--- config.mk ---
export PLATFORM = sky130hd
export DESIGN_NAME = one_shot_timer_slot_pool
export DESIGN_NICKNAME = d
export VERILOG_FILES = /design/src/hdl/otsp_pkg.sv /design/src/hdl/otsp_front.sv /design/src/hdl/otsp_cmd_queue.sv /design/src/hdl/otsp_engine.sv /design/src/hdl/one_shot_timer_slot_pool.sv
export VERILOG_INCLUDE_DIRS = /design/src /design/src/hdl
export SDC_FILE = /design/constraint.sdc
export NUM_CORES = 1
export LEC_CHECK = 0
export BUFFER_PORTS_ARGS = -buffer_cell sky130_fd_sc_hd__buf_2
export CAP_MARGIN = 20
export CORE_ASPECT_RATIO = 0.9
export CORE_MARGIN = 10
export CORE_UTILIZATION = 60
export DETAILED_ROUTE_END_ITERATION = 10
export PLACE_DENSITY = 0.87
export RECOVER_POWER = 100
export SLEW_MARGIN = 20
export SYNTH_ARGS = -nofsm -noshare
export SYNTH_HDL_FRONTEND = slang
export SYNTH_SLANG_ARGS = --single-unit
--- constraint.sdc ---
create_clock -name clk_i -period 12.7 [get_ports clk_i]
set_input_delay 2.54 -clock clk_i [delete_from_list [all_inputs] [get_ports clk_i]]
set_output_delay 2.54 -clock clk_i [all_outputs]
set_load 0.005 [all_outputs]
--- src/hdl/one_shot_timer_slot_pool_macros.svh ---
// Assertion macros used by the timer slot pool engine.
`ifndef ONE_SHOT_TIMER_SLOT_POOL_MACROS_SVH
`define ONE_SHOT_TIMER_SLOT_POOL_MACROS_SVH

// Clocked assertion, disabled while reset is asserted.
`define OTSP_ASSERT(lbl, prop, msg) \
  lbl: assert property (@(posedge clk_i) disable iff (!rst_ni) (prop)) else $error(msg);

// Clocked implication built on the macro above.
`define OTSP_ASSERT_IMPLY(lbl, pre, post, msg) \
  `OTSP_ASSERT(lbl, (pre) |-> (post), msg)

`endif

--- src/hdl/otsp_pkg.sv ---
// Types, constants and helpers shared by the timer slot pool modules.
`timescale 1ns / 1ps

package otsp_pkg;

  localparam int unsigned SLOT_COUNT  = 8;
  localparam int unsigned SLOT_W      = (SLOT_COUNT > 1) ? $clog2(SLOT_COUNT) : 1;
  localparam int unsigned CNT_W       = $clog2(SLOT_COUNT + 1);
  localparam int unsigned RES_MAX     = 8;
  localparam int unsigned FIRE_W      = $clog2(RES_MAX);
  localparam int unsigned FIRE_CNT_W  = $clog2(RES_MAX + 1);
  localparam int unsigned QUEUE_DEPTH = 2;
  localparam int unsigned QUEUE_W     = (QUEUE_DEPTH > 1) ? $clog2(QUEUE_DEPTH) : 1;
  localparam int unsigned QCNT_W      = $clog2(QUEUE_DEPTH + 1);
  localparam int unsigned PEND_MAX    = 15;

  typedef enum logic [1:0] {
    ACT_INIT   = 2'd0,
    ACT_ARM    = 2'd1,
    ACT_CANCEL = 2'd2,
    ACT_TICK   = 2'd3
  } action_e;

  typedef enum logic [2:0] {
    STATUS_OK        = 3'd0,
    STATUS_NOT_READY = 3'd1,
    STATUS_BAD_PARAM = 3'd2,
    STATUS_FULL      = 3'd3,
    STATUS_NOT_FOUND = 3'd4
  } status_e;

  typedef enum logic [2:0] {
    OP_INIT,
    OP_ARM,
    OP_CANCEL,
    OP_TICK,
    OP_REPLY
  } cmd_op_e;

  typedef enum logic [2:0] {
    ENG_IDLE,
    ENG_SCAN,
    ENG_FLUSH,
    ENG_FIRE_RD,
    ENG_FIRE_WR,
    ENG_RESP
  } eng_state_e;

  typedef struct packed {
    action_e     action;
    logic [31:0] callback_id;
    logic [31:0] context_word;
    logic [31:0] wait_ms;
    logic [31:0] now_ms;
  } in_item_t;

  typedef struct packed {
    logic [2:0]  status;
    logic        fired;
    logic [31:0] fired_callback;
    logic [31:0] fired_context;
    logic        last;
    logic [3:0]  pending_count;
  } out_item_t;

  // Classified command; time_ms is the deadline for an arm and the current
  // time for a tick.
  typedef struct packed {
    cmd_op_e     op;
    status_e     status;
    logic [31:0] callback;
    logic [31:0] context_word;
    logic [31:0] time_ms;
  } cmd_t;

  function automatic logic [3:0] sat_pend(input logic [CNT_W-1:0] cnt);
    logic [CNT_W+3:0] wide;
    wide = {4'b0000, cnt};
    if (wide > (CNT_W + 4)'(PEND_MAX)) begin
      return 4'd15;
    end
    return wide[3:0];
  endfunction

endpackage

--- src/hdl/otsp_front.sv ---
// Front end: accepts input transactions and classifies them into commands.
`timescale 1ns / 1ps

module otsp_front (
  input  logic               clk_i,
  input  logic               rst_ni,
  input  logic               in_valid_i,
  output logic               in_stall_o,
  input  otsp_pkg::in_item_t in_data_i,
  input  logic               q_full_i,
  output logic               q_push_o,
  output otsp_pkg::cmd_t     q_data_o
);

  // The front tracks readiness in arrival order, so it never depends on
  // how far the back end has progressed.
  logic ready_q, ready_d;

  assign in_stall_o = q_full_i;
  assign q_push_o   = in_valid_i && !q_full_i;

  always_comb begin
    q_data_o.op           = otsp_pkg::OP_REPLY;
    q_data_o.status       = otsp_pkg::STATUS_OK;
    q_data_o.callback     = in_data_i.callback_id;
    q_data_o.context_word = in_data_i.context_word;
    q_data_o.time_ms      = in_data_i.now_ms;
    unique case (in_data_i.action)
      otsp_pkg::ACT_INIT: begin
        q_data_o.op = otsp_pkg::OP_INIT;
      end
      otsp_pkg::ACT_ARM: begin
        q_data_o.time_ms = in_data_i.now_ms + in_data_i.wait_ms;
        if (!ready_q) begin
          q_data_o.status = otsp_pkg::STATUS_NOT_READY;
        end else if (in_data_i.callback_id == 32'd0) begin
          q_data_o.status = otsp_pkg::STATUS_BAD_PARAM;
        end else begin
          q_data_o.op = otsp_pkg::OP_ARM;
        end
      end
      otsp_pkg::ACT_CANCEL: begin
        if (in_data_i.callback_id == 32'd0) begin
          q_data_o.status = otsp_pkg::STATUS_BAD_PARAM;
        end else begin
          q_data_o.op = otsp_pkg::OP_CANCEL;
        end
      end
      otsp_pkg::ACT_TICK: begin
        if (!ready_q) begin
          q_data_o.status = otsp_pkg::STATUS_NOT_READY;
        end else begin
          q_data_o.op = otsp_pkg::OP_TICK;
        end
      end
      default: begin
        q_data_o.op = otsp_pkg::OP_REPLY;
      end
    endcase
  end

  assign ready_d = ready_q || (q_push_o && (in_data_i.action == otsp_pkg::ACT_INIT));

  always_ff @(posedge clk_i or negedge rst_ni) begin
    if (!rst_ni) begin
      ready_q <= 1'b0;
    end else begin
      ready_q <= ready_d;
    end
  end

endmodule

--- src/hdl/otsp_cmd_queue.sv ---
// Short command queue between the front end and the slot engine.
`timescale 1ns / 1ps

module otsp_cmd_queue (
  input  logic           clk_i,
  input  logic           rst_ni,
  input  logic           push_i,
  input  otsp_pkg::cmd_t push_data_i,
  output logic           full_o,
  input  logic           pop_i,
  output otsp_pkg::cmd_t pop_data_o,
  output logic           empty_o
);

  otsp_pkg::cmd_t entry_q [otsp_pkg::QUEUE_DEPTH];
  logic [otsp_pkg::QUEUE_W-1:0] wr_ptr_q, wr_ptr_d;
  logic [otsp_pkg::QUEUE_W-1:0] rd_ptr_q, rd_ptr_d;
  logic [otsp_pkg::QCNT_W-1:0]  count_q, count_d;

  localparam logic [otsp_pkg::QUEUE_W-1:0] PtrLast =
    otsp_pkg::QUEUE_W'(otsp_pkg::QUEUE_DEPTH - 1);

  assign full_o     = (count_q == otsp_pkg::QCNT_W'(otsp_pkg::QUEUE_DEPTH));
  assign empty_o    = (count_q == '0);
  assign pop_data_o = entry_q[rd_ptr_q];

  always_comb begin
    wr_ptr_d = wr_ptr_q;
    rd_ptr_d = rd_ptr_q;
    count_d  = count_q;
    if (push_i) begin
      wr_ptr_d = (wr_ptr_q == PtrLast) ? '0 : wr_ptr_q + 1'b1;
    end
    if (pop_i) begin
      rd_ptr_d = (rd_ptr_q == PtrLast) ? '0 : rd_ptr_q + 1'b1;
    end
    if (push_i && !pop_i) begin
      count_d = count_q + 1'b1;
    end else if (pop_i && !push_i) begin
      count_d = count_q - 1'b1;
    end
  end

  always_ff @(posedge clk_i or negedge rst_ni) begin
    if (!rst_ni) begin
      wr_ptr_q <= '0;
      rd_ptr_q <= '0;
      count_q  <= '0;
    end else begin
      wr_ptr_q <= wr_ptr_d;
      rd_ptr_q <= rd_ptr_d;
      count_q  <= count_d;
    end
  end

  always_ff @(posedge clk_i) begin
    if (push_i) begin
      entry_q[wr_ptr_q] <= push_data_i;
    end
  end

endmodule

--- src/hdl/otsp_engine.sv ---
// Back end: scans the slot store, applies commands and emits results.
`timescale 1ns / 1ps
`include "one_shot_timer_slot_pool_macros.svh"

module otsp_engine (
  input  logic                clk_i,
  input  logic                rst_ni,
  input  logic                q_empty_i,
  input  otsp_pkg::cmd_t      q_data_i,
  output logic                q_pop_o,
  output logic                out_valid_o,
  input  logic                out_stall_i,
  output otsp_pkg::out_item_t out_data_o
);

  localparam int unsigned SlotW  = otsp_pkg::SLOT_W;
  localparam int unsigned CntW   = otsp_pkg::CNT_W;
  localparam int unsigned FireW  = otsp_pkg::FIRE_W;
  localparam int unsigned FireCW = otsp_pkg::FIRE_CNT_W;
  localparam logic [SlotW-1:0] IdxLast = SlotW'(otsp_pkg::SLOT_COUNT - 1);

  otsp_pkg::eng_state_e state_q, state_d;
  otsp_pkg::cmd_t       cmd_q, cmd_d;
  otsp_pkg::status_e    status_q, status_d;

  logic [SlotW-1:0]  idx_q, idx_d;
  logic              chk_vld_q, chk_vld_d;
  logic [SlotW-1:0]  chk_idx_q, chk_idx_d;
  logic              match_q, match_d;
  logic [SlotW-1:0]  match_idx_q, match_idx_d;
  logic              free_q, free_d;
  logic [SlotW-1:0]  free_idx_q, free_idx_d;
  logic [FireCW-1:0] fire_n_q, fire_n_d;
  logic [SlotW-1:0]  fire_list_q [otsp_pkg::RES_MAX];
  logic [SlotW-1:0]  fire_list_d [otsp_pkg::RES_MAX];
  logic [FireW-1:0]  fire_k_q, fire_k_d;
  logic [CntW-1:0]   pend_out_q, pend_out_d;
  logic [otsp_pkg::SLOT_COUNT-1:0] valid_q, valid_d;
  logic [CntW-1:0]   cnt_q, cnt_d;
  logic              out_vld_q, out_vld_d;
  otsp_pkg::out_item_t out_q, out_d;

  // Slot store: one write port, one registered read port.
  logic [31:0] cb_mem  [otsp_pkg::SLOT_COUNT];
  logic [31:0] ctx_mem [otsp_pkg::SLOT_COUNT];
  logic [31:0] dl_mem  [otsp_pkg::SLOT_COUNT];
  logic [31:0] rd_cb_q, rd_ctx_q, rd_dl_q;
  logic [SlotW-1:0] rd_addr, wr_addr;
  logic             wr_en;

  logic        out_free;
  logic        hit_valid;
  logic        key_eq;
  logic [31:0] age;
  logic        fire_last;

  assign out_free    = !out_vld_q || !out_stall_i;
  assign out_valid_o = out_vld_q;
  assign out_data_o  = out_q;

  assign hit_valid = valid_q[chk_idx_q];
  assign key_eq    = (rd_cb_q == cmd_q.callback) && (rd_ctx_q == cmd_q.context_word);
  assign age       = cmd_q.time_ms - rd_dl_q;
  assign fire_last = ((FireCW'(fire_k_q) + FireCW'(1)) == fire_n_q);

  // Next state.
  always_comb begin
    state_d = state_q;
    unique case (state_q)
      otsp_pkg::ENG_IDLE: begin
        if (!q_empty_i) begin
          if (q_data_i.op == otsp_pkg::OP_INIT || q_data_i.op == otsp_pkg::OP_REPLY) begin
            state_d = otsp_pkg::ENG_RESP;
          end else begin
            state_d = otsp_pkg::ENG_SCAN;
          end
        end
      end
      otsp_pkg::ENG_SCAN: begin
        if (idx_q == IdxLast) begin
          state_d = otsp_pkg::ENG_FLUSH;
        end
      end
      otsp_pkg::ENG_FLUSH: begin
        if (cmd_q.op == otsp_pkg::OP_TICK && fire_n_d != '0) begin
          state_d = otsp_pkg::ENG_FIRE_RD;
        end else begin
          state_d = otsp_pkg::ENG_RESP;
        end
      end
      otsp_pkg::ENG_FIRE_RD: begin
        state_d = otsp_pkg::ENG_FIRE_WR;
      end
      otsp_pkg::ENG_FIRE_WR: begin
        if (out_free) begin
          state_d = fire_last ? otsp_pkg::ENG_IDLE : otsp_pkg::ENG_FIRE_RD;
        end
      end
      otsp_pkg::ENG_RESP: begin
        if (out_free) begin
          state_d = otsp_pkg::ENG_IDLE;
        end
      end
      default: begin
        state_d = otsp_pkg::ENG_IDLE;
      end
    endcase
  end

  // Datapath and outputs.
  always_comb begin
    cmd_d       = cmd_q;
    status_d    = status_q;
    idx_d       = idx_q;
    chk_vld_d   = chk_vld_q;
    chk_idx_d   = chk_idx_q;
    match_d     = match_q;
    match_idx_d = match_idx_q;
    free_d      = free_q;
    free_idx_d  = free_idx_q;
    fire_n_d    = fire_n_q;
    fire_list_d = fire_list_q;
    fire_k_d    = fire_k_q;
    pend_out_d  = pend_out_q;
    valid_d     = valid_q;
    cnt_d       = cnt_q;
    out_d       = out_q;
    out_vld_d   = out_vld_q && out_stall_i;
    q_pop_o     = 1'b0;
    wr_en       = 1'b0;
    wr_addr     = match_idx_q;
    rd_addr     = idx_q;

    // Evaluate the slot whose read data arrived this cycle.
    if (chk_vld_q) begin
      if (hit_valid && key_eq && !match_q) begin
        match_d     = 1'b1;
        match_idx_d = chk_idx_q;
      end
      if (!hit_valid && !free_q) begin
        free_d     = 1'b1;
        free_idx_d = chk_idx_q;
      end
      if (cmd_q.op == otsp_pkg::OP_TICK && hit_valid && !age[31] &&
          fire_n_q < FireCW'(otsp_pkg::RES_MAX)) begin
        fire_list_d[fire_n_q[FireW-1:0]] = chk_idx_q;
        fire_n_d = fire_n_q + 1'b1;
      end
    end

    unique case (state_q)
      otsp_pkg::ENG_IDLE: begin
        if (!q_empty_i) begin
          q_pop_o   = 1'b1;
          cmd_d     = q_data_i;
          idx_d     = '0;
          chk_vld_d = 1'b0;
          match_d   = 1'b0;
          free_d    = 1'b0;
          fire_n_d  = '0;
          fire_k_d  = '0;
          status_d  = otsp_pkg::STATUS_OK;
          if (q_data_i.op == otsp_pkg::OP_INIT) begin
            valid_d = '0;
            cnt_d   = '0;
          end else if (q_data_i.op == otsp_pkg::OP_REPLY) begin
            status_d = q_data_i.status;
          end
        end
      end
      otsp_pkg::ENG_SCAN: begin
        chk_vld_d = 1'b1;
        chk_idx_d = idx_q;
        idx_d     = idx_q + 1'b1;
      end
      otsp_pkg::ENG_FLUSH: begin
        chk_vld_d = 1'b0;
        case (cmd_q.op)
          otsp_pkg::OP_ARM: begin
            if (match_d) begin
              wr_en    = 1'b1;
              wr_addr  = match_idx_d;
              status_d = otsp_pkg::STATUS_OK;
            end else if (free_d) begin
              wr_en             = 1'b1;
              wr_addr           = free_idx_d;
              valid_d[free_idx_d] = 1'b1;
              cnt_d             = cnt_q + 1'b1;
              status_d          = otsp_pkg::STATUS_OK;
            end else begin
              status_d = otsp_pkg::STATUS_FULL;
            end
          end
          otsp_pkg::OP_CANCEL: begin
            if (match_d) begin
              valid_d[match_idx_d] = 1'b0;
              cnt_d    = cnt_q - 1'b1;
              status_d = otsp_pkg::STATUS_OK;
            end else begin
              status_d = otsp_pkg::STATUS_NOT_FOUND;
            end
          end
          default: begin
            status_d   = otsp_pkg::STATUS_OK;
            pend_out_d = cnt_q - CntW'(fire_n_d);
          end
        endcase
      end
      otsp_pkg::ENG_FIRE_RD: begin
        rd_addr = fire_list_q[fire_k_q];
      end
      otsp_pkg::ENG_FIRE_WR: begin
        rd_addr = fire_list_q[fire_k_q];
        if (out_free) begin
          out_vld_d            = 1'b1;
          out_d.status         = otsp_pkg::STATUS_OK;
          out_d.fired          = 1'b1;
          out_d.fired_callback = rd_cb_q;
          out_d.fired_context  = rd_ctx_q;
          out_d.last           = fire_last;
          out_d.pending_count  = otsp_pkg::sat_pend(pend_out_q);
          valid_d[fire_list_q[fire_k_q]] = 1'b0;
          cnt_d                = cnt_q - 1'b1;
          fire_k_d             = fire_k_q + 1'b1;
        end
      end
      otsp_pkg::ENG_RESP: begin
        if (out_free) begin
          out_vld_d            = 1'b1;
          out_d.status         = status_q;
          out_d.fired          = 1'b0;
          out_d.fired_callback = '0;
          out_d.fired_context  = '0;
          out_d.last           = 1'b1;
          out_d.pending_count  = otsp_pkg::sat_pend(cnt_q);
        end
      end
      default: begin
        out_vld_d = out_vld_q && out_stall_i;
      end
    endcase
  end

  always_ff @(posedge clk_i or negedge rst_ni) begin
    if (!rst_ni) begin
      state_q   <= otsp_pkg::ENG_IDLE;
      valid_q   <= '0;
      cnt_q     <= '0;
      out_vld_q <= 1'b0;
      chk_vld_q <= 1'b0;
    end else begin
      state_q   <= state_d;
      valid_q   <= valid_d;
      cnt_q     <= cnt_d;
      out_vld_q <= out_vld_d;
      chk_vld_q <= chk_vld_d;
    end
  end

  always_ff @(posedge clk_i) begin
    cmd_q       <= cmd_d;
    status_q    <= status_d;
    idx_q       <= idx_d;
    chk_idx_q   <= chk_idx_d;
    match_q     <= match_d;
    match_idx_q <= match_idx_d;
    free_q      <= free_d;
    free_idx_q  <= free_idx_d;
    fire_n_q    <= fire_n_d;
    fire_list_q <= fire_list_d;
    fire_k_q    <= fire_k_d;
    pend_out_q  <= pend_out_d;
    out_q       <= out_d;
  end

  always_ff @(posedge clk_i) begin
    if (wr_en) begin
      cb_mem[wr_addr]  <= cmd_q.callback;
      ctx_mem[wr_addr] <= cmd_q.context_word;
      dl_mem[wr_addr]  <= cmd_q.time_ms;
    end
    rd_cb_q  <= cb_mem[rd_addr];
    rd_ctx_q <= ctx_mem[rd_addr];
    rd_dl_q  <= dl_mem[rd_addr];
  end

  `OTSP_ASSERT(a_cnt_tracks_valid, cnt_q == CntW'($countones(valid_q)), "pending count out of step with armed slots")
  `OTSP_ASSERT_IMPLY(a_fired_key_nonzero, out_vld_q && out_q.fired, out_q.fired_callback != 32'd0, "fired result carries a free key")
  `OTSP_ASSERT_IMPLY(a_nonlast_is_fire, out_vld_q && !out_q.last, out_q.fired, "only fired results may precede the last one")
  `OTSP_ASSERT_IMPLY(a_fire_slot_armed, state_q == otsp_pkg::ENG_FIRE_WR, valid_q[fire_list_q[fire_k_q]], "firing a slot that is not armed")

endmodule

--- src/hdl/one_shot_timer_slot_pool.sv ---
// Top level of the one-shot timer slot pool.
//
// Input channel in_valid_i/in_stall_o carries one command per transaction:
// init pool, arm timer, cancel timer or time tick. Output channel
// out_valid_o/out_stall_i carries result transactions; init, arm and cancel
// give one result, a tick gives one per expired slot (in ascending slot
// order) or a single result when nothing expires. The last result of each
// command has last set, and every result reports the pending count after
// the whole command.
// Commands pass through a two-entry queue to the slot engine, which scans
// the slot store one slot per cycle through its single read port. An arm,
// a cancel or a tick is popped while the engine is idle, all slots are
// scanned, and a flush step applies the command. A tick that fires then
// reads each expired slot in turn and gives a result for it; the rest give
// one result. Init and rejected commands skip the scan and go straight to
// the result step. The engine pops the next command only after the last
// result of the current one has been issued.
// Reset empties the queue, frees all slots and clears the ready flag at once.
// While the receiver stalls, the held result stays put and the engine waits;
// the queue keeps taking commands until it fills, then in_stall_o rises.
`timescale 1ns / 1ps

module one_shot_timer_slot_pool (
  input  logic                clk_i,
  input  logic                rst_ni,
  input  logic                in_valid_i,
  output logic                in_stall_o,
  input  otsp_pkg::in_item_t  in_data_i,
  output logic                out_valid_o,
  input  logic                out_stall_i,
  output otsp_pkg::out_item_t out_data_o
);

  logic           q_push;
  logic           q_full;
  logic           q_pop;
  logic           q_empty;
  otsp_pkg::cmd_t q_push_data;
  otsp_pkg::cmd_t q_pop_data;

  otsp_front u_front (
    .clk_i      (clk_i),
    .rst_ni     (rst_ni),
    .in_valid_i (in_valid_i),
    .in_stall_o (in_stall_o),
    .in_data_i  (in_data_i),
    .q_full_i   (q_full),
    .q_push_o   (q_push),
    .q_data_o   (q_push_data)
  );

  otsp_cmd_queue u_queue (
    .clk_i       (clk_i),
    .rst_ni      (rst_ni),
    .push_i      (q_push),
    .push_data_i (q_push_data),
    .full_o      (q_full),
    .pop_i       (q_pop),
    .pop_data_o  (q_pop_data),
    .empty_o     (q_empty)
  );

  otsp_engine u_engine (
    .clk_i       (clk_i),
    .rst_ni      (rst_ni),
    .q_empty_i   (q_empty),
    .q_data_i    (q_pop_data),
    .q_pop_o     (q_pop),
    .out_valid_o (out_valid_o),
    .out_stall_i (out_stall_i),
    .out_data_o  (out_data_o)
  );

endmodule
# --- Yosys cells after proc, flatten, opt, wreduce, memory -nomap -nowiden ---
# Memories as Yosys holds them, arrays and structs flattened. A register that Yosys moved wholly into a read port is not among the register bits.
# Cells that the tools add are included.
word_totals:
  reg_bits: 246
  ramBits: 972
  output_inout_bits: 75
  word_cells: 257
  n_memories: 4
op_classes:
  addsub: 13
  n_lt_le_gt_ge: 11
  n_eq_ne: 26
  muxes: 102
  bitwise_logic: 9
  n_reduce_logical: 55
memory_table:
  columns: ["memory", "depth", "word_bits", "read_ports", "rd_ports_with_merged_regs", "wr", "line_no", "text"]
  rows:
  - ["u_engine.cb_mem", 8, 32, 1, 1, 1, "otsp_engine.sv:44", "logic [31:0] cb_mem [otsp_pkg::SLOT_COUNT];"]
  - ["u_engine.ctx_mem", 8, 32, 1, 1, 1, "otsp_engine.sv:45", "logic [31:0] ctx_mem [otsp_pkg::SLOT_COUNT];"]
  - ["u_engine.dl_mem", 8, 32, 1, 1, 1, "otsp_engine.sv:46", "logic [31:0] dl_mem [otsp_pkg::SLOT_COUNT];"]
  - ["u_queue.entry_q", 2, 102, 1, 0, 1, "otsp_cmd_queue.sv:15", "otsp_pkg::cmd_t entry_q [otsp_pkg::QUEUE_DEPTH];"]
ops:
  columns: ["cell", "count"]
  rows:
  - ["$mux W73", 2]
  - ["$pmux W73 S2", 1]
  - ["$mux W3", 30]
  - ["$eq A32 B32 Y1", 2]
  - ["$mux W8", 6]
  - ["$mux W4", 10]
  - ["$add A32 B32 Y32", 1]
  - ["$logic_not A32 Y1", 1]
  - ["$mux W32", 1]
  - ["$sub A32 B32 Y32", 1]
  - ["$mux W1", 28]
  - ["$bwmux W24", 1]
  - ["$pmux W3 S2", 4]
  - ["$pmux W8 S3", 1]
  - ["$pmux W3 S6", 1]
  - ["$logic_and A1 B1 Y1", 17]
  - ["$and A8 B8 Y8", 2]
  - ["$lt A3 B4 Y1 const B", 4]
  - ["$not A8 Y8", 2]
  - ["$pmux W8 S2", 1]
  - ["$eq A3 B2 Y1 const B", 4]
  - ["$eq A3 B3 Y1 const B", 4]
  - ["$pmux W3 S4", 1]
  - ["$pmux W4 S3", 1]
  - ["43 further kinds", 90]

# --- Longest topological paths before layout ---
logic_depth:
  depth_word: 15
  mapped_depth: 14

# --- Cells and area by module ---
# Synthesis repeated with hierarchy kept, for this count alone.
hier_totals:
  hier_cells: 3457
  hier_area_um2: 53535.1
modules_own_cells:
  columns: ["module", "n_inst", "cells_each", "area_per_inst_um2", "seq_area_each_um2"]
  rows:
  - ["otsp_engine", 1, 2710, 43160.1, 32015.7]
  - ["otsp_cmd_queue", 1, 333, 7562.3, 6226.0]
  - ["otsp_front", 1, 414, 2812.7, 25.0]

# --- Worst setup path after synthesis ---
# Ideal clock, no wire load.
synth_path:
  kind: "input -> register"
  from: "input port out_stall_i"
  to: "register u_engine.valid_q[0] (netlist bit)"
  setup_ns: 0.082
  t_arrival_ns: 7.534
  required_ns: 12.618
  slack_ns: 5.084
  stages: 7
  cell_sequence: "a21oi_1 o21bai_1 o311ai_0 or3_1 nor2_1 a31oi_1 a31oi_1"
synth_between:
  elab_chain_cells: 4
synth_lines:
  columns: ["element", "line_no", "text"]
  rows:
  - ["from (decl)", "one_shot_timer_slot_pool.sv:30", "input logic out_stall_i,"]
  - ["$logic_not A1 Y1", "otsp_engine.sv:57", "assign out_free = !out_vld_q || !out_stall_i;"]
  - ["$logic_or A1 B1 Y1", "otsp_engine.sv:57", null]
  - ["$ne A2 B1 Y1 (no line)", null, null]
  - ["$reduce_and A8 Y1 (no line)", null, null]
  - ["to (signal assigned)", "otsp_engine.sv:253", "valid_q <= valid_d;"]
  - ["to (decl)", "otsp_engine.sv:38", "logic [otsp_pkg::SLOT_COUNT-1:0] valid_q, valid_d;"]
# No other way between the ends.
# A chain may end at the register's enable or synchronous reset.

# --- Worst setup path after layout ---
layout_path:
  from: "register u_engine.state_q[2]"
  to: "register u_engine.rd_cb_q[10], read port of u_engine.cb_mem"
layout_between:
  elab_chain_cells: 3
layout_lines:
  columns: ["element", "line_no", "text"]
  rows:
  - ["from (decl)", "otsp_engine.sv:22", "otsp_pkg::eng_state_e state_q, state_d;"]
  - ["from (signal assigned)", "otsp_engine.sv:246", "state_q <= otsp_pkg::ENG_IDLE;"]
  - ["from (signal assigned)", "otsp_engine.sv:252", "state_q <= state_d;"]
  - ["$eq A3 B2 Y1 or $eq A3 B3 Y1 (tied branches)", "otsp_engine.sv:151", "unique case (state_q)"]
  - ["$reduce_or A2 Y1 (no line) (*)", null, null]
  - ["$mux W3 (*)", null, null]
  - ["to (decl)", "otsp_engine.sv:47", "logic [31:0] rd_cb_q, rd_ctx_q, rd_dl_q;"]
# Every way passes the cells marked *; elsewhere a longest branch is shown, timed or not.

==> impl_results.md <==
- Reg clk slew, reported paths: 60 ps
- Sum of negative setup slack: 0 ps
- Hold_sp: u_queue.entry_q[1][23]
- Cell Rows: ~100
- RSZ-0062 raised after global routing: no
- Crit path max fanout: 61
- Final setup viols: 0
- Vias after detailed routing: 29600
- Final Critical Period: 8560 ps
- Ranking of synthesized cells by area: edfxtp_1 68%, mux2_2 6.4%, dfxtp_1 4.1%
- Chip Width: approximately 330 um
- Hold buffers post-CTS: 0
- CTS tree: built
- First-pass GRT wire length: 179000 um
- Setup CP Type: reg2reg
- Worst R2R End: u_engine.rd_cb_q[10]
- Syn Nets: 3510
- Min-delay worst type: reg2reg
- Die Y: 300 um
- Worst slack at placement: ~7000 ps
- FFs w/ async S/R, synth: 1.68%
- Cells after synthesis: approximately 3300
- Total CTS buffers: 120
- CTS HTree Levels: 3
- Drc violations: 0
- R2R Setup Slk: 4140 ps
- Synth Cell Area: 52400 um2
- Worst EP required: ~13000 ps
- Leakage: 0.0201 uW
- Post-DP HPWL: 67800 um
- Outcome: finished, violations left
- Fmax: 0.117 GHz
- Synth cell types: 73
- Worst Path Arrival: roughly 9200 ps
- Worst-margin pin slew: between 4000 and 5000 ps
- Max Root-Sink Buffers: 3
- Main synth FF type: edfxtp_1
- CTS Sinks: roughly 1300
- Yosys reg bits: 1312
- Vias in the first global route: 30300
- Period utilization: 67.4%
- Die ar.: 99600 um2
- ANT nets after route: 0
- VDD IR max: 0.283 mV
- DRT Pass-1 Iters: 6
- Post-synthesis sequential area ratio: 72.9%
- Post CTS Setup Buffer Count: 0
- Headroom to the max-slew limit: -201%
- Max Cap Viol: 27
- GRT Resource Usage Total: between 20 and 25%
- GP Congestion: 0.893
- Startpoint types: flip-flop
- Clock Latency Late Sink: 710 ps
- Starting Density: 60.7%
- Failing checks: capacitance limit, slew limit
- I/O Pins: 209
- Synth top area share: 67.7%
- Post-synth top area cell: edfxtp_1
- Count leader, synth: edfxtp_1
- Final Max Slew Viols: 1129
- Mapped Avg Cell Area: between 15 and 20 um2
- Area growth from synthesis to layout: 11.1%
- Post-synth EDFFs: 1182
- R2R Path Start: u_engine.state_q[2]
- Clock Root Buffer: clkbuf_16
- Hold EP: u_engine.cmd_q[23]
- Post-CTS Resized: 0
- CORE AREA: 86400 um2
- Final Hold Vio Count: 0
- # nets final: roughly 3700
- Average wire per standard cell: 24.9 um
- Initial antenna violation count: 5
- Largest net degree at the start of global routing: 193
- Ant diodes: 0
- Iter 0 DRT Violations: 3283
- Port buffer count: 208
- Detailed-route wire length: 118000 um
- Layout cells sized above 1: 15.4%
- Grt total ovfl: 0
- Commonest cells in the netlist: 1182 x edfxtp_1, 300 x mux2_2, 201 x mux2i_1, 180 x nand2_1
- Via density per instance: between 6 and 7
- Worst reg2reg path depth: 9
- Critical path capture point type: flip-flop
- Pwr/cell area: 244 nW/um2
- Hold depth: 1
- Final worst slack: approximately 4100 ps
- Warnings, synthesis: 0
- Worst Clk Skew: 32.9 ps
==> state kept, by name, summed over array words and instances (netlist names), 32 cells and up <==
register	cells
u_engine.cmd_q	99
u_engine.rd_dl_q	32
u_engine.ctx_mem	256
u_queue.entry_q	202
u_engine.cb_mem	256
u_engine.rd_cb_q	32
u_engine.out_data_o	73
u_engine.rd_ctx_q	32
u_engine.dl_mem	256
==> worst max-delay path, cell delays in order, from the launching register on <==
cell,delay [ps]
dfrtp_1,800
clkinv_1,480
nand3_1,170
o21ai_0,170
a221oi_4,320
clkbuf_1,2510
clkbuf_1,2960
mux2_2,560
a21oi_1,90
o21ai_0,270
==> cell usage in the layout (no fill, tap or decap), types with 108 or more instances in the layout <==
cell,n
mux2_2,247
a21oi_1,165
nor2_1,162
dfxtp_1,108
nand2_1,179
mux2i_1,205
clkbuf_16,122
o21ai_0,161
o211ai_1,108
clkbuf_1,161
edfxtp_1,1182
==> final cells by class <==
| class | instances | area (um2) |
|---|---|---|
| Sequential cell | 1312 | 38200 |
| Fill cell | 5374 | 28200 |
| Multi-Input combinational cell | 1770 | 13300 |
| Clock buffer | 148 | 3210 |
| Tap cell | 1144 | 1430 |
| Timing Repair Buffer | 243 | 1120 |
| Clock inverter | 81 | 758 |
| Inverter | 67 | 253 |
==> cells by family after synthesis <==
kind of cell	share of synthesized area, %
AND/OR/NAND/NOR	4.92
buffers and inverters	1.85
XOR/XNOR	1.69
multiplexers	10.8
adder cells (fa/ha/maj)	1.73
flip-flops	72.9
AO/OA/AOI/OAI	6.19
==> worst max path at each step <==
stage                              startpoint                      to  slack (ps)
after floorplan                   out_stall_i     u_engine.valid_q[0]        5080
after global placement           in_data_i[3]  u_queue.entry_q[0][31]        7160
after detailed placement   u_engine.cmd_q[65]  u_engine.cb_mem[3][28]        7020
after CTS                  u_engine.cmd_q[65]  u_engine.cb_mem[1][29]        7030
after global routing      u_engine.state_q[2]    u_engine.rd_cb_q[10]        3680
final                     u_engine.state_q[2]    u_engine.rd_cb_q[10]        4140
==> metal layers <==
layer / routed length (um) / GRT usage (%)
met1: 46700 / 30.4
met2: 57400 / 37.5
met5: 57 / 0
met3: 10700 / 4.57
met4: 3530 / 8.37
==> per-stage QoR <==
step | power (uW) | hold slack (ps) | utilization [%] | instance area [um2] | cells
3_5_place_dp | 10500 | 514 | 63.2 | 54600 | 4534
6_report | 14200 | 532 | 67.4 | 58200 | 4765
4_1_cts | 14200 | 530 | 67.8 | 58600 | 4763
2_1_floorplan | 9300 | 461 | - | 52400 | 3304
3_3_place_gp | 10300 | 498 | 63.2 | 54600 | 4534
5_1_grt | 14800 | 547 | 67.4 | 58200 | 4765
==> where the power goes <==
group | total [uW] | switching (uW) | leakage (uW) | internal, uW
Sequential | 6460 | 648 | 0.0119 | 5810
Clock | 3620 | 1570 | 0.00194 | 2040
Combinational | 4130 | 2510 | 0.00621 | 1630
Total | 14200 | 4730 | 0.0201 | 9480
Power figures use the tool's default switching activity.
